===== config.mk =====
export PLATFORM = sky130hd
export DESIGN_NAME = psa_front
export DESIGN_NICKNAME = d
export VERILOG_FILES = /design/src/hdl/pixel_sample_accumulator_defines.svh /design/src/hdl/psa_pkg.sv /design/src/hdl/psa_front.sv
export SDC_FILE = /design/constraint.sdc
export NUM_CORES = 1
export LEC_CHECK = 0
export BUFFER_PORTS_ARGS = -buffer_cell sky130_fd_sc_hd__buf_2
export CORE_ASPECT_RATIO = 1.5
export CORE_MARGIN = 2
export CORE_UTILIZATION = 25
export CTS_BUF_LIST = sky130_fd_sc_hd__clkbuf_4
export CTS_CLUSTER_SIZE = 20
export DETAILED_ROUTE_END_ITERATION = 6
export HOLD_SLACK_MARGIN = 0.15
export SLEW_MARGIN = 5
export SYNTH_ARGS = -nofsm -noshare
export SYNTH_HDL_FRONTEND = slang
export SYNTH_SLANG_ARGS = --single-unit

===== constraint.sdc =====
create_clock -name i_clk -period 8.9 [get_ports i_clk]
set_input_delay 0.445 -clock i_clk [delete_from_list [all_inputs] [get_ports i_clk]]
set_output_delay 0.445 -clock i_clk [all_outputs]
set_load 0.01 [all_outputs]

===== src/hdl/pixel_sample_accumulator_defines.svh =====
// assertion macros for the pixel sample accumulator rtl
`ifndef PIXEL_SAMPLE_ACCUMULATOR_DEFINES_SVH
`define PIXEL_SAMPLE_ACCUMULATOR_DEFINES_SVH
`ifndef SYNTHESIS
// same-cycle implication, quiet while reset is held
`define PSA_ASSERT_IMP(label, clk, rst_n, ante, cons) \
    label: assert property (@(posedge clk) disable iff (!(rst_n)) (ante) |-> (cons)) \
        else $error("psa assertion failed");
// next-cycle implication, quiet while reset is held
`define PSA_ASSERT_NXT(label, clk, rst_n, ante, cons) \
    label: assert property (@(posedge clk) disable iff (!(rst_n)) (ante) |=> (cons)) \
        else $error("psa assertion failed");
`else
`define PSA_ASSERT_IMP(label, clk, rst_n, ante, cons)
`define PSA_ASSERT_NXT(label, clk, rst_n, ante, cons)
`endif
`endif


===== src/hdl/psa_pkg.sv =====
// types and constants shared by the pixel sample accumulator
`default_nettype none

package psa_pkg;

    // field widths
    localparam int COL_W = 8;
    localparam int ROW_W = 8;
    localparam int CFG_W = 9;
    localparam int SMP_W = 16;
    localparam int CNT_W = 16;
    localparam int IDX_W = 16;
    localparam int AVG_W = 13;
    localparam int SUM_W = 32;

    // color channels and their slots
    localparam int CHANNELS = 3;
    localparam int CH_RED   = 0;
    localparam int CH_GREEN = 1;
    localparam int CH_BLUE  = 2;

    // fixed point
    localparam int FRAC_BITS = 12;
    localparam int ONE_Q12   = 1 << FRAC_BITS;

    // divider: quotient bits and bits resolved per cycle
    localparam int QUO_W     = 14;
    localparam int DIV_BITS  = 2;
    localparam int DIV_STEPS = QUO_W / DIV_BITS;

    // queue between front and back
    localparam int QUEUE_DEPTH = 4;

    // image width after reset
    localparam int CFG_RESET_WIDTH = 256;

    // classified request on its way to the back end
    typedef struct packed {
        logic [IDX_W-1:0]                   pixel_index;
        logic [CHANNELS-1:0][SMP_W-1:0]     sample;
        logic [CNT_W-1:0]                   count;
    } t_job;

    // finished result
    typedef struct packed {
        logic [IDX_W-1:0]                   pixel_index;
        logic [CHANNELS-1:0][AVG_W-1:0]     avg;
    } t_result;

    // back end status seen by the front
    typedef struct packed {
        logic clearing;
    } t_back_status;

endpackage

`default_nettype wire


===== src/hdl/psa_front.sv =====
// front end: width register, linear index and store address pipeline
`default_nettype none

module psa_front
    import psa_pkg::*;
#(
    parameter int MAX_WIDTH = 256,
    parameter int PIXELS    = 65536,
    parameter int ADDR_W    = 16
) (
    input  logic              i_clk,
    input  logic              i_rst_n,
    input  logic              i_cfg_valid,
    output logic              o_cfg_ready,
    input  logic [CFG_W-1:0]  i_cfg_image_width,
    input  logic              i_valid,
    output logic              o_ready,
    input  logic [COL_W-1:0]  i_column,
    input  logic [ROW_W-1:0]  i_row_number,
    input  logic [SMP_W-1:0]  i_sample_red,
    input  logic [SMP_W-1:0]  i_sample_green,
    input  logic [SMP_W-1:0]  i_sample_blue,
    input  logic [CNT_W-1:0]  i_sample_count,
    input  t_back_status      i_back_status,
    output logic              o_push,
    output t_job              o_push_job,
    output logic [ADDR_W-1:0] o_push_addr,
    input  logic              i_full
);

    localparam int CFG_MAX   = (1 << CFG_W) - 1;
    localparam int WEFF_MAX  = (MAX_WIDTH < CFG_MAX) ? MAX_WIDTH : CFG_MAX;
    localparam int EW_W      = $clog2(WEFF_MAX + 1);
    localparam int RST_WIDTH = (CFG_RESET_WIDTH > WEFF_MAX) ? WEFF_MAX : CFG_RESET_WIDTH;
    localparam int LIN_MAX   = ((1 << COL_W) - 1) + ((1 << ROW_W) - 1) * WEFF_MAX;
    localparam int LIN_W     = $clog2(LIN_MAX + 1);
    localparam int RCP_W     = LIN_W + 1;
    localparam int RECIP     = (1 << LIN_W) / PIXELS;

    logic [EW_W-1:0]          r_eff_width;
    logic [EW_W-1:0]          n_eff_width;
    logic                     r_v1;
    logic                     r_v2;
    logic                     r_v3;
    logic [LIN_W-1:0]         r_lin1;
    logic [LIN_W-1:0]         r_lin2;
    logic [LIN_W-1:0]         r_qest2;
    logic [ADDR_W-1:0]        r_addr3;
    t_job                     r_job1;
    t_job                     r_job2;
    t_job                     r_job3;
    logic                     w_en;
    logic                     w_accept;
    logic [LIN_W-1:0]         w_lin;
    t_job                     w_job;
    logic [LIN_W+RCP_W-1:0]   w_prod;
    logic [LIN_W-1:0]         w_qest;
    logic [LIN_W-1:0]         w_back;
    logic [LIN_W-1:0]         w_rem;
    logic [LIN_W-1:0]         w_rem_fix;

    assign o_cfg_ready = 1'b1;

    // width clamp to one .. max width
    always_comb begin
        if (i_cfg_image_width == '0) begin
            n_eff_width = EW_W'(1);
        end else if (int'(i_cfg_image_width) > WEFF_MAX) begin
            n_eff_width = EW_W'(WEFF_MAX);
        end else begin
            n_eff_width = EW_W'(i_cfg_image_width);
        end
    end

    // pipeline advance: stall only when the last stage cannot push
    assign w_en     = !r_v3 || !i_full;
    assign o_ready  = w_en && !i_back_status.clearing;
    assign w_accept = i_valid && o_ready;

    // stage one: linear index and count clamp
    assign w_lin = LIN_W'(i_column) + LIN_W'(i_row_number) * LIN_W'(r_eff_width);

    always_comb begin
        w_job                     = '0;
        w_job.pixel_index         = IDX_W'(w_lin);
        w_job.sample[CH_RED]      = i_sample_red;
        w_job.sample[CH_GREEN]    = i_sample_green;
        w_job.sample[CH_BLUE]     = i_sample_blue;
        w_job.count               = (i_sample_count == '0) ? CNT_W'(1) : i_sample_count;
    end

    // stage two: quotient estimate by reciprocal, low by at most one
    assign w_prod = r_lin1 * RCP_W'(RECIP);
    assign w_qest = w_prod[2*LIN_W-1:LIN_W];

    // stage three: remainder with one correction step
    assign w_back    = LIN_W'(r_qest2 * PIXELS);
    assign w_rem     = r_lin2 - w_back;
    assign w_rem_fix = (32'(w_rem) >= 32'(PIXELS)) ? w_rem - LIN_W'(PIXELS) : w_rem;

    // control
    always_ff @(posedge i_clk) begin
        if (!i_rst_n) begin
            r_eff_width <= EW_W'(RST_WIDTH);
            r_v1        <= 1'b0;
            r_v2        <= 1'b0;
            r_v3        <= 1'b0;
        end else begin
            if (i_cfg_valid && o_cfg_ready) begin
                r_eff_width <= n_eff_width;
            end
            if (w_en) begin
                r_v1 <= w_accept;
                r_v2 <= r_v1;
                r_v3 <= r_v2;
            end
        end
    end

    // payload
    always_ff @(posedge i_clk) begin
        if (w_en) begin
            r_lin1  <= w_lin;
            r_job1  <= w_job;
            r_lin2  <= r_lin1;
            r_qest2 <= w_qest;
            r_job2  <= r_job1;
            r_addr3 <= ADDR_W'(w_rem_fix);
            r_job3  <= r_job2;
        end
    end

    assign o_push      = r_v3;
    assign o_push_job  = r_job3;
    assign o_push_addr = r_addr3;

endmodule

`default_nettype wire


# ---- Word-level counts from Yosys, hierarchy flattened
# Cells that the tools add are included.
dict set report totals {
  out_inout_bits 99
  word_cells 32
  inputBits 95
  regBits 252
}
dict set report classes {
  n_addsub 1
  muxes 2
  mul 1
  reduce_logical 8
  magnitude_cmp 1
}
# cell count
set op_table {}
lappend op_table {{9-bit 2-to-1 mux} 2}
lappend op_table {{8-bit by 16-bit adder with 16-bit output} 1}
lappend op_table {{16-bit zero test} 1}
lappend op_table {{8-bit by 9-bit multiplier with 16-bit output} 1}
lappend op_table {{9-bit greater-than comparator (second input constant)} 1}
lappend op_table {{9-bit zero test} 1}
lappend op_table {{1-bit zero test} 3}
lappend op_table {{1-bit logical AND} 2}
lappend op_table {{1-bit logical OR} 1}

# ---- Logic depth before layout (Yosys ltp)
dict set report logic_depth {
  ltp_word 4
  ltp_mapped 16
  ltp_nobuf 15
}

# ---- Worst setup path after synthesis
# OpenSTA, ideal clock, no wires.
dict set report synth_timing {
  path_kind {reg2reg}
  from {register r_v3, in the netlist o_push}
  to {register r_addr3[0], in the netlist o_push_addr[0], enable pin}
  t_arrival_ns 4.383
  period_less_slack_ns 6.254
  setup_ns 1.872
  path_buffers 0
  stages_incl_launch_ff 2
  required_ns 7.028
  slack_ns 2.646
  path_cell_list {dfxtp_1 -> nand2_1}
}
dict set report synth_via {
  elab_chain_cells 2
}
# element line
set synth_rtl {}
lappend synth_rtl {{start: declaration} psa_front.sv:44} ;# logic r_v3;
lappend synth_rtl {{start signal: assignment} psa_front.sv:115} ;# r_v3 <= r_v2;
lappend synth_rtl {{1-bit zero test} psa_front.sv:76} ;# assign w_en = !r_v3 || !i_full;
lappend synth_rtl {{1-bit logical OR} psa_front.sv:76}
lappend synth_rtl {{end signal: assignment} psa_front.sv:128} ;# r_addr3 <= ADDR_W'(w_rem_fix);
lappend synth_rtl {{end: declaration} psa_front.sv:48} ;# logic [ADDR_W-1:0] r_addr3;
# No other way between the ends.
# A chain may end at the register's enable or synchronous reset.

==> results.txt <==
* Status: finished, final reports clean
- Start of the worst register-to-register path: r_eff_width[2]
- For this configuration, the core starts out at a cell density of 25.36%.
- Total global-route track usage: 9.270%
* Cell leakage power: 5.741 nW
* Placed cells: 1343
- Together, buffers and inverters on the worst path number 3.
- Hold path startpoint: i_cfg_valid
* Filler instances: 4102
- Fraction of layout instances using a drive strength above 1: 30.30%
- Global placer's final weighted congestion: 0.8458
- 194 I/O pins were placed.
* Count of flip-flops with a built-in enable after synthesis: 240
* Gate Count Post-Synth: 626
- Highest fanout seen on the critical path: 9
- Clock tree synthesis inserted a total of 66 buffers.
* Final Util: 33.22%
* Max capacitance violation total: 0
- For this run, the top clock speed supported by timing is 223.1 MHz.
- Grouping stages by cell kind, the critical path spends the most delay in adder cells.
- TritonCTS built the clock tree.
- Row count: 91
* Clock latency on the worst-skew pair: 0.68 ns
- Root Driver: clkbuf_4
* Critical path launch point: r_eff_width[2]
- Setup total negative slack on the finished layout was measured at 0 ns.
- Per-cell via count in the routed design: 3.821
- Buffers inserted during post-CTS setup optimization: 0
* Critical Path Slowest Stage Cell: fa_1
* H-Tree Depth: 3
- The number of nets handed over by synthesis was 806.
- Count of warnings emitted by yosys: 0
- The count of final max-slew check failures was 0.
- Number of failing hold endpoints at the final stage: 0
* Post-route fraction of the period consumed by the critical path: 50.35%
- Average size of a mapped cell: 16.70 um2
* Worst Setup Start Kind: flop
- Among all cell types in the netlist, the one instantiated most often is edfxtp_1.
- For this run, the leading register cell type out of synthesis is edfxtp_1.
- In this run, the number of DRC markers left after iteration 0 of detailed routing was 267.
* Die Y-Extent: 254.4 um
- Post-synth top area cell: edfxtp_1
* DRC violations left: 0
- Critical setup path kind: flop to flop
- The worst pin sits at a relative slew slack of 30.79%.
* Crit path largest cell delay: 0.55 ns
* Share of synthesized area occupied by flip-flops and latches: 71.25%
- The initial antenna violation count was 1.
* Arrival time of the worst setup path: 4.87 ns
- Compared with the post-synthesis result, the final layout area differs by 30.98%.
* Number of sinks on the clock net: 252
* Worst Skew: 0.03848 ns
- Hold/Removal Path Class: primary input to flop
* Total vias in the final route: 5919
* Pin count of the biggest net entering global routing: 90
- Global route overflow: 0
- Number of iterations in the first detailed-routing pass: 4
* Async set or reset register ratio after synthesis: 0%
- The detail route stage leaves a number of antenna-violating nets equal to 0.
* Total Wirelength: 19690 um
- Min cycle time layout: 4.481 ns
- The synthesized netlist contains 43 unique library cells.
- Critical path endpoint category: flop
- Overall die area: 0.04350 mm2
- Number of register bits inferred by synthesis: 252
- At the end of the flow, the number of nets in the layout was 1127.
- Worst Hold Slack: 0.2977 ns
* Number of port buffers: 192
- For the worst setup path, the data required time is 9.29 ns.
- The synthesized design devotes to its leading area cell type 68.95% of total area.
* Placed wire-length estimate: 13460 um
* Post-synthesis instance area: 0.01045 mm2
- First-pass GRT wire length: 31150 um
- For the pin with the worst max-slew slack, the measured transition is 1.038 ns.
- The number of global-route vias before repair was 6282.
* Unrepaired setup endpoints after global routing: no
- The die is 171.0 um wide.
* Total of endpoints with negative setup slack in the final report: 0
* Total power divided by cell area: 204.1 mW/mm2
- Ranking of synthesized cells by instance count: edfxtp_1, inv_1, fa_1
- Total power for the finished layout comes to 0.002795 W.
- Count of placed standard cells in the final layout, fillers left out: 1549
- In this design, the critical path's most frequently occurring cell is fa_1.
- Cell types with the largest area share after synthesis: edfxtp_1, fa_1, ha_1
* Crit path cell chain: nand2_1 -> fa_1 -> fa_1 -> inv_1 -> fa_1 -> inv_1 -> fa_1 -> inv_1 -> ha_1 -> nand2_2 -> or3b_4 -> a31oi_1 -> or4_1 -> o311ai_2
* Standard cell core area: 0.04122 mm2
* Drt wl/cell: 12.71 um
- After clock tree synthesis, the clock-pin slew on the worst setup and hold paths is 0.06 ns.
- Maximum vdd ir drop: 0.00009533 V
- Max Buffers Root-to-Sink: 3
==> cell families (layout without fill, tap and decap cells) <==
kind of cell | Yosys count | after routing | share of synthesized area (%)
AO/OA/AOI/OAI | 39 | 39 | 2.634
multiplexers | 2 | 2 | 0.1915
buffers and inverters | 111 | 475 | 4.596
other | 1 | 2 | 0.03588
XOR/XNOR | 12 | 12 | 1.006
adder cells (fa/ha/maj) | 85 | 85 | 13.69
AND/OR/NAND/NOR | 124 | 124 | 6.596
flip-flops | 252 | 252 | 71.25
==> placed cells by master, fill, tap and decap left out, types with 3 or more instances in the layout <==
master,instances
clkinv_1,13
nor4_1,4
dlygate4sd3_1,94
clkbuf_4,85
nor2b_1,5
a21boi_0,9
a21oi_1,12
xor2_1,3
dfxtp_1,12
buf_2,192
nand3b_1,8
clkinv_2,6
and2_1,43
nand3_1,7
nand2b_1,8
nand2_1,33
fa_1,49
o21ai_0,3
nor2_1,5
edfxtp_1,240
ha_1,36
inv_1,76
nor3_1,3
xnor2_1,9
==> final timing paths <==
check | to | slack (ns) | cells past startpoint
worst min-delay path | r_eff_width[7] | 0.30 | 3
worst max register to register | r_job1[77] | 4.42 | 14
worst max-delay path | r_job1[77] | 4.42 | 14
worst min register to register | r_job2[72] | 0.40 | 0
==> report_power, final <==
group	total, W	internal [W]	switching, W
Sequential	0.00151	0.00145	0.0000528
Clock	0.000961	0.000509	0.000453
Combinational	0.000328	0.000152	0.000176
Total	0.00279	0.00211	0.000681
==> flip-flops by register name, summed over array words and instances (netlist names) <==
register	cells
r_job2	80
o_push	1
r_eff_width	9
r_v2	1
o_push_addr	16
o_push_job	64
r_v1	1
r_job1	80
==> layout make-up <==
class / instances / area, um2 / share of cell area [%]
clock buffer: 85 / 638.1 / 4.661
antenna: 1 / 2.502 / 0.01828
sequential: 252 / 7447 / 54.40
tap: 558 / 698.2 / 5.100
clock inverter: 26 / 170.2 / 1.243
multi-input combinational: 263 / 2532 / 18.50
inverter: 76 / 285.3 / 2.084
timing repair buffer: 288 / 1917 / 14.00
==> layer usage <==
metal	part of all wire, %	routed length (um)	global-route usage (%)
met4	3.9	765	5.835
met5	0	0	0
met2	51	10090	16.00
met3	6.8	1336	2.902
met1	38	7500	9.787
==> stage by stage <==
stage	cell area, um2	worst slack [ns]
2_1_floorplan	10450	2.646
3_3_place_gp	11940	4.321
3_5_place_dp	11940	4.272
4_1_cts	13690	4.397
5_1_grt	13690	4.141
6_report	13690	4.419
==> what timing repair did <==
action | CTS | global route
resized for setup | 0 | 0
endpoints found under the hold margin | 77 | 0
hold buffers | 94 | 0
==> worst register-to-register path: stages, from the launching register on <==
cell and delay (ns):
dfxtp_1 0.50, nand2_1 0.13, fa_1 0.52, fa_1 0.55, inv_1 0.05, fa_1 0.52
inv_1 0.05, fa_1 0.52, inv_1 0.04, ha_1 0.34, nand2_2 0.08, or3b_4 0.39
a31oi_1 0.24, or4_1 0.16, o311ai_2 0.09
(Power assumes the default switching activity.)
