## src/hdl/pixel_sample_accumulator_defines.svh

```systemverilog
// assertion macros for the pixel sample accumulator rtl
`ifndef PIXEL_SAMPLE_ACCUMULATOR_DEFINES_SVH
`define PIXEL_SAMPLE_ACCUMULATOR_DEFINES_SVH
`ifndef SYNTHESIS
// same-cycle implication, quiet while reset is held
`define PSA_ASSERT_IMP(label, clk, rst_n, ante, cons) \
    label: assert property (@(posedge clk) disable iff (!(rst_n)) (ante) |-> (cons)) \
        else $error("psa assertion failed");
// next-cycle implication, quiet while reset is held
`define PSA_ASSERT_NXT(label, clk, rst_n, ante, cons) \
    label: assert property (@(posedge clk) disable iff (!(rst_n)) (ante) |=> (cons)) \
        else $error("psa assertion failed");
`else
`define PSA_ASSERT_IMP(label, clk, rst_n, ante, cons)
`define PSA_ASSERT_NXT(label, clk, rst_n, ante, cons)
`endif
`endif

```

## src/hdl/psa_fifo.sv

```systemverilog
// small register queue between the front and back ends
`default_nettype none

module psa_fifo #(
    parameter int WIDTH = 8,
    parameter int DEPTH = 4
) (
    input  logic             i_clk,
    input  logic             i_rst_n,
    input  logic             i_push,
    input  logic [WIDTH-1:0] i_push_data,
    output logic             o_full,
    input  logic             i_pop,
    output logic [WIDTH-1:0] o_pop_data,
    output logic             o_empty
);

    localparam int PTR_W = (DEPTH > 1) ? $clog2(DEPTH) : 1;
    localparam int LVL_W = $clog2(DEPTH + 1);

    logic [WIDTH-1:0] r_mem [DEPTH];
    logic [PTR_W-1:0] r_wptr;
    logic [PTR_W-1:0] r_rptr;
    logic [LVL_W-1:0] r_level;
    logic [PTR_W-1:0] n_wptr;
    logic [PTR_W-1:0] n_rptr;
    logic [LVL_W-1:0] n_level;
    logic             w_push_ok;
    logic             w_pop_ok;

    assign o_full     = (r_level == LVL_W'(DEPTH));
    assign o_empty    = (r_level == '0);
    assign o_pop_data = r_mem[r_rptr];
    assign w_push_ok  = i_push && !o_full;
    assign w_pop_ok   = i_pop && !o_empty;

    // pointer and level update
    always_comb begin
        n_wptr  = r_wptr;
        n_rptr  = r_rptr;
        n_level = r_level;
        if (w_push_ok) begin
            n_wptr = (r_wptr == PTR_W'(DEPTH - 1)) ? '0 : r_wptr + 1'b1;
        end
        if (w_pop_ok) begin
            n_rptr = (r_rptr == PTR_W'(DEPTH - 1)) ? '0 : r_rptr + 1'b1;
        end
        if (w_push_ok && !w_pop_ok) begin
            n_level = r_level + 1'b1;
        end else if (w_pop_ok && !w_push_ok) begin
            n_level = r_level - 1'b1;
        end
    end

    always_ff @(posedge i_clk) begin
        if (!i_rst_n) begin
            r_wptr  <= '0;
            r_rptr  <= '0;
            r_level <= '0;
        end else begin
            r_wptr  <= n_wptr;
            r_rptr  <= n_rptr;
            r_level <= n_level;
        end
    end

    // storage
    always_ff @(posedge i_clk) begin
        if (w_push_ok) begin
            r_mem[r_wptr] <= i_push_data;
        end
    end

endmodule

`default_nettype wire

```

## config.mk

```make
export PLATFORM = sky130hd
export DESIGN_NAME = psa_fifo
export DESIGN_NICKNAME = d
export VERILOG_FILES = /design/src/hdl/pixel_sample_accumulator_defines.svh /design/src/hdl/psa_fifo.sv
export SDC_FILE = /design/constraint.sdc
export NUM_CORES = 1
export LEC_CHECK = 0
export ABC_AREA = 1
export BUFFER_PORTS_ARGS = -buffer_cell sky130_fd_sc_hd__buf_2
export CAP_MARGIN = 10
export CORE_AREA = 2 2 53 68
export DETAILED_ROUTE_END_ITERATION = 16
export DIE_AREA = 0 0 55 70
export PLACE_DENSITY = 0.81
export SYNTH_ARGS = -nofsm -noshare
export SYNTH_HDL_FRONTEND = slang
export SYNTH_SLANG_ARGS = --single-unit
```

## constraint.sdc

```tcl
create_clock -name i_clk -period 2.4 [get_ports i_clk]
set_input_delay 0.48 -clock i_clk [delete_from_list [all_inputs] [get_ports i_clk]]
set_output_delay 0.48 -clock i_clk [all_outputs]
set_load 0.01 [all_outputs]
```

**After elaboration in Yosys (flattened, before gate mapping)**

Memories as Yosys holds them, arrays and structs flattened. A register that Yosys moved wholly into a read port is not among the register bits.
Index checks and enable logic that the tools add are counted.

- Register bits after elaboration: 7
- Bits in writable memories: 32
- Input bits: 12
- Memories: 1

Memories:

| memory | depth | width | rd ports | clocked after Yosys merged registers in | wr ports | RTL line | RTL |
|---|---|---|---|---|---|---|---|
| r_mem | 4 | 8 | 1 | 1 | 1 | psa_fifo.sv:21 | `logic [WIDTH-1:0] r_mem [DEPTH];` |

- Add/sub/neg operators: 4
- Equal/unequal tests: 3
- Muxes and demuxes: 8
- Reduce and logical (&&, ||, !) cells: 10

Operator list:

| operator | count |
|---|---|
| two-way mux 2 bit | 4 |
| two-way mux 3 bit | 2 |
| adder 2 x 1 -> 2 bit, second input constant | 2 |
| == test 2 bit, second input constant | 2 |
| logical AND 1 bit | 4 |
| zero test 1 bit | 4 |
| adder 3 x 1 -> 3 bit, second input constant | 1 |
| == test 3 bit, second input constant | 1 |
| zero test 3 bit | 1 |
| subtractor 3 x 1 -> 3 bit, second input constant | 1 |
| two-way mux 1 bit | 2 |
| nonzero test 2 bit | 1 |

**Logic depth before layout (Yosys ltp)**

Gate-level depths: netlist (run 1).

- Depth in word-level cells: 7
- Depth in mapped cells: 13

**Worst setup path before layout (run 1)**

Ideal clock, no wire load.

- Path kind: register to register
- Start: register r_level[1]
- End: register r_level[1]
- Library setup time: 116 ps
- Data arrival time: 1574 ps
- Required time: 2284 ps
- Path slack: 710 ps
- Stages on the path, launching flop included: 10
- Path buffers: 0
- Cells stage by stage: dfxtp_1 -> nor2_1 -> nand2_1 -> nand2_2 -> inv_1 -> ha_1 -> inv_1 -> fa_1 -> o21ai_0 -> nor2_1

- Elaborated cells on any way between the ends: 15
- Classes of those cells: add/sub (2); eq/ne (1); mux (2); reduce/logical (10)

RTL lines:

| element | RTL line | RTL |
|---|---|---|
| from (decl) | psa_fifo.sv:24 | `logic [LVL_W-1:0] r_level;` |
| from (signal assigned) | psa_fifo.sv:63 | `r_level <= n_level;` |
| == test 3 bit | psa_fifo.sv:31 | `assign o_full = (r_level == LVL_W'(DEPTH));` |
| zero test 1 bit | psa_fifo.sv:34 | `assign w_push_ok = i_push && !o_full;` |
| logical AND 1 bit | psa_fifo.sv:34 |  |
| named net w_push_ok | psa_fifo.sv:28 | `logic w_push_ok;` |
| logical AND 1 bit | psa_fifo.sv:48 | `if (w_push_ok && !w_pop_ok) begin` |
| two-way mux 3 bit | psa_fifo.sv:48 |  |
| named net n_level[1] | psa_fifo.sv:27 | `logic [LVL_W-1:0] n_level;` |

The timed path passes the listed nets, and every way through them passes these cells. The select of a mux whose other input is x is not followed.
A chain may end at the register's enable or synchronous reset.

==> flow_summary.ini, run 1 <==
[clocking]
cts_tree = built
cts_buffers = 5
hold_buffers = 0
cts_root_buffer = clkbuf_8
post_cts_resize_count = 0
cts_setup_buffers = 0
h-tree-depth = 2
clkSlewWorstSetupHoldPaths_ps = 70
clkSinkCount = 41
insertion_delay_ps = 290
cts_buffer_depth = 2

[synthesis]
synth_nets = 167
yosysUniqueCellTypes = 18
seq_area_frac_synth_pct = 67.4
synth-edff-count = 32
yosys-top-cells-area = edfxtp_1, dfxtp_1, nor2_1
synthArstFlopShare_pct = 0
synth_top_area_share_pct = 56.8
synth-warning-count = 0
postSynthCellCount = 148
synth_area_leader_cell = edfxtp_1
synth_seq_cells = 41
synth_common_cells = nor2_1, edfxtp_1, inv_1, nand2_1, o21ai_0
ys.flop_type = edfxtp_1
avgSynthCellArea_sq_um = 11.4
post-synth-top-count-cell = nor2_1
synth_area_sq_um = 1690

[placed_design]
io_buffers = 21
placedCellCount = 211
hpwl_microns = 2110
pre_cts_slack_ps = 509
routabilityCongestion = 0.781

[grt]
groute.usage.overall_pct = 18.1
grt_pass1_vias = 1170
grt_start_max_net_pins = 17
grt_pass1_wl_microns = 4890
antenna_found_initial = 0
overflow = 0

[timing]
finalSetupViolCount = 0
hold_violations = 0
relSlewSlack_pct = 69.2
finClkSkew_ps = 5.13
rsz0062_at_grt = false
drv_slew = 0
whs_ps = 406
finalSetupTns_ps = 0
min_period_ps = 2100
worstMarginPinSlew_ps = 461
fin_crit_sh_pct = 87.5
max_freq_mhz = 476
fin_ws_ps = 300

[drt]
drc_errors = 0
routed_wirelength_microns = 2950
drtIter0Drc = 44
post_drt_via_cell_ratio = 5.16
dr.pass1.iters = 4
vias = 1131
wl_per_cell_microns = 13.5
detail-route-antenna-nets = 0

[critical_path]
worst_setup_path_start_kind = register
critical_path_arrival_ps = 1620
endpoint_kind = output port
cp_max_fo = 16
crit_type = reg2out
worstPathRequired_ps = 1920

[die]
dieArea_sq_um = 3850
start_util_pct = 51.3
core_area_sq_um = 3300
die_height_microns = 70
top_level_ports = 22
fp.dieW_microns = 55
std_cell_rows = 24

[power_and_ir_drop]
p_leak_nw = 0.803
ir_worst_vdd_v = 0.000736
p_total_mw = 2.07
p_per_area_nw_per_um2 = 1060

[finish]
num-fill-cells = 282
final_cells = 219
syn_to_final_growth_pct = 15.1
diodes = 0
regArea_sq_um = 1140
drive_above_1_share_pct = 21.7
multi_input_area_sq_um = 458
nets = 198

[status]
outcome = completed

[min_path]
hold_class = in2reg

[run]
cap_violations = 0
stage by stage:
step | cell area (sq um) | utilization [%]
6_report | 1950 | 59.0
5_1_grt | 1950 | 59.0
4_1_cts | 1950 | 59.0
3_5_place_dp | 1860 | 56.4
3_3_place_gp | 1860 | 56.4
2_1_floorplan | 1690 | -
layer usage:
layer,wire length (microns),GRT usage [%],up-vias
met4,34,7.05,0
met3,156,6.20,5
met1,1170,19.1,530
met5,0,0,-
met2,1590,31.3,33
li1,-,-,563
cells by family after synthesis:
logic type / share of synthesized area (%)
buffers and inverters: 5.54
and+or+nand+nor: 11.9
adders and majority gates: 5.62
AOI/OAI and AO/OA: 9.53
DFF: 67.4
cell usage in the layout (no fill, tap or decap):
cell type,synthesis,routed
a21oi_1,2,2
buf_2,0,21
buf_4,0,5
clkbuf_8,0,5
clkinv_2,0,2
clkinvlp_4,0,1
dfxtp_1,9,9
edfxtp_1,32,32
fa_1,1,1
ha_1,6,6
inv_1,18,18
inv_2,1,1
nand2_1,14,14
nand2_2,1,1
nand3_1,1,1
nand3b_1,1,1
nand4_1,1,1
nor2_1,33,33
o21ai_0,14,14
o21ai_1,1,1
o21ai_2,3,3
o22ai_1,8,8
flip-flops by register name (all words and copies together), names as in the netlist, named ones only:
register and count:
r_mem 32, r_level 3, r_wptr 2, r_rptr 2
area by class of cell:
class | count | share of cell area [%]
Clock buffer | 5 | 3.53
Clock inverter | 3 | 0.899
Inverter | 19 | 3.66
Multi-Input combinational cell | 86 | 23.5
Sequential cell | 41 | 58.6
Tap cell | 39 | 2.50
Timing Repair Buffer | 26 | 7.32
worst paths after layout:
| path | to | start | slack, ps | cells past startpoint |
|---|---|---|---|---|
| worst max-delay path | o_pop_data[4] | register | 300 | 4 |
| worst min-delay path | r_mem[2][4] | i_push_data[4] | 410 | 1 |
| worst max register to register | r_level[2] | r_level[1] | 480 | 12 |
| worst min register to register | r_level[0] | r_level[0] | 510 | 2 |
where the power goes:
part | switching [mW] | leakage, nW | internal [mW] | total, mW
clock | 0.216 | 0.0439 | 0.200 | 0.416
sequential | 0.0847 | 0.368 | 0.883 | 0.967
combinational | 0.424 | 0.391 | 0.262 | 0.686
total | 0.725 | 0.803 | 1.34 | 2.07
critical path: stages (launching register included):
cell and delay [ps]:
dfxtp_1 610, inv_2 230, o21ai_0 220, o22ai_1 120
buf_2 150
(Power assumes the default switching activity.)
==> run 2, diff against run 1 <==
--- a/config.mk
+++ b/config.mk
@@ -5,13 +5,13 @@
 export SDC_FILE = /design/constraint.sdc
 export NUM_CORES = 1
 export LEC_CHECK = 0
-export ABC_AREA = 1
+export ABC_AREA = 0
 export BUFFER_PORTS_ARGS = -buffer_cell sky130_fd_sc_hd__buf_2
 export CAP_MARGIN = 10
-export CORE_AREA = 2 2 53 68
+export CORE_AREA = 2 2 52 66
 export DETAILED_ROUTE_END_ITERATION = 16
-export DIE_AREA = 0 0 55 70
-export PLACE_DENSITY = 0.81
+export DIE_AREA = 0 0 54 68
+export PLACE_DENSITY = 0.82
 export SYNTH_ARGS = -nofsm -noshare
 export SYNTH_HDL_FRONTEND = slang
 export SYNTH_SLANG_ARGS = --single-unit
==> run 2 against run 1 <==
- fmax fell by 2.7%
- final area is 3.0% lower
- combinational power down 31%
- clock skew down 0.94 ps
- register-to-register slack got worse by 200 ps
- die area fell by 4.6%
- area after synthesis fell by 3.7%
- largest cell class unchanged
==> flow_summary.ini, run 2 <==
[status]
outcome = completed

[finish]
reg_top3 = r_mem: 32 flops, r_level: 3 flops
diodes = 0
nets = 138
largest_reg_flops = 32
num-fill-cells = 229
syn_to_final_growth_pct = 15.9
final_util_pct = 60.8
drive_above_1_share_pct = 32.5
largest-register = r_mem
layout_commonest_cell = edfxtp_1
layout_common_cells = edfxtp_1, buf_2, dfxtp_1

[die]
std_cell_rows = 23
top_level_ports = 22
start_util_pct = 52.5
core_area_sq_um = 3110
dieArea_sq_um = 3670
fp.dieW_microns = 54
die_height_microns = 68

[critical_path]
worst_setup_path_start_kind = register
cp_max_fo = 8
crit_type = reg2out
critical_path_arrival_ps = 1680
endpoint_kind = output port
worstPathRequired_ps = 1920

[clocking]
cts_tree = built
clkSinkCount = 41
cts_buffers = 5
cts_buffer_depth = 2
clkSlewWorstSetupHoldPaths_ps = 70
cts_setup_buffers = 0
cts_root_buffer = clkbuf_8
insertion_delay_ps = 290
post_cts_resize_count = 0
h-tree-depth = 2
hold_buffers = 0

[run]
cap_violations = 0

[synthesis]
yosys-top-cells-area = edfxtp_1, dfxtp_1, mux4_2
synthArstFlopShare_pct = 0
synth-simple-area-share_pct = 6.60
yosysUniqueCellTypes = 23
synthXorXnorAreaFrac_pct = 1.07
synth_seq_cells = 41
synth_nets = 112
synthMuxAreaShare_pct = 12.9
ys.flop_type = edfxtp_1
synth_area_leader_cell = edfxtp_1
postSynthCellCount = 93
synth-warning-count = 0
post-synth-top-count-cell = edfxtp_1
synth_top_family_by_area = multiplexers
synth_common_cells = edfxtp_1, dfxtp_1, mux4_2, ha_1, nand2_1
seq_area_frac_synth_pct = 70.0
synth_compound_area_share_pct = 1.84
avgSynthCellArea_sq_um = 17.5
synth_top_area_share_pct = 58.9
synth_area_sq_um = 1630
synth-edff-count = 32
synthAdderAreaFrac_pct = 5.83

[placed_design]
hpwl_microns = 1910
routabilityCongestion = 0.711
io_buffers = 21

[timing]
relSlewSlack_pct = 64.4
finalSetupTns_ps = 0
worstMarginPinSlew_ps = 533
finalSetupViolCount = 0
rsz0062_at_grt = false
fin_crit_sh_pct = 90.0
finClkSkew_ps = 4.19
min_period_ps = 2160
whs_ps = 401
hold_violations = 0
drv_slew = 0
max_freq_mhz = 463

[drt]
vias = 848
drtIter0Drc = 20
routed_wirelength_microns = 2570
detail-route-antenna-nets = 0
routed-wl-met2_microns = 1420
wl_per_cell_microns = 16.4
top_layer = met4
dr_wl_met3_microns = 132
met1_length_microns = 957
dr.pass1.iters = 4
post_drt_via_cell_ratio = 5.40
drc_errors = 0

[min_path]
hold_class = in2reg

[grt]
groute.usage.overall_pct = 17.5
grt_pass1_wl_microns = 4130
grt_pass1_vias = 891
grt_start_max_net_pins = 14
overflow = 0
antenna_found_initial = 0

[power_and_ir_drop]
ir_worst_vdd_v = 0.000579
p_leak_nw = 0.693
p_total_mw = 1.97
p_per_area_nw_per_um2 = 1040
[run 2: cell types whose count changed in the layout (fill, tap and decap cells not counted), sizes merged, moves of 3 or more]
cell   before  now
nor2       33    2
mux4        0    8
o21ai      18    3
inv        19    3
buf        26   23
mux2i       0    3
and2        0    5
nand2      15    6
o22ai       8    0
[run 2: worst max-delay path: stages (launching register included)]
cell	delay (ps)
dfxtp_1	660
mux4_2	580
buf_2	160
[run 2: worst paths after layout]
kind	from	endpoint	slack, ps	cells after the start
setup / recovery	register	o_pop_data[4]	240	2
hold / removal	i_push_data[1]	r_mem[3][1]	400	1
setup reg to reg	r_level[1]	r_level[2]	280	7
hold reg to reg	r_wptr[1]	r_wptr[1]	510	2
[run 2: cell families after synthesis]
logic type	count (synthesis)
AOI/OAI and AO/OA	5
xor gates and xnor gates	2
adders and majority gates	7
buffers and inverters	7
DFF	41
muxes	11
and+or+nand+nor	20
[run 2: per-stage QoR]
| stage | setup WS [ps] | cells | cell area (sq um) |
|---|---|---|---|
| after floorplan | 307 | 93 | 1630 |
| after CTS | 176 | 157 | 1890 |
| final | 240 | 157 | 1890 |
| after detailed placement | 247 | 149 | 1780 |
| after global placement | 418 | 149 | 1780 |
| after global routing | 87.8 | 157 | 1890 |
[run 2: layout make-up]
type,count,area [sq um],area share (%)
clock buffer,5,68.8,3.64
clock inverter,3,41.3,2.19
inverter,3,11.3,0.596
multi-input combinational,45,460,24.4
sequential,41,1140,60.4
tap,37,46.3,2.45
timing repair buffer,23,120,6.36
[run 2: routing by layer]
metal	vias to the layer above	global-route usage [%]
met5	-	0
met4	0	9.38
met3	5	6.11
met2	24	31.1
met1	416	17.5
li1	403	-
[run 2: power breakdown]
part | switching [mW] | internal [mW] | total [mW]
sequential | 0.0950 | 0.874 | 0.969
clock | 0.218 | 0.306 | 0.524
combinational | 0.220 | 0.253 | 0.473
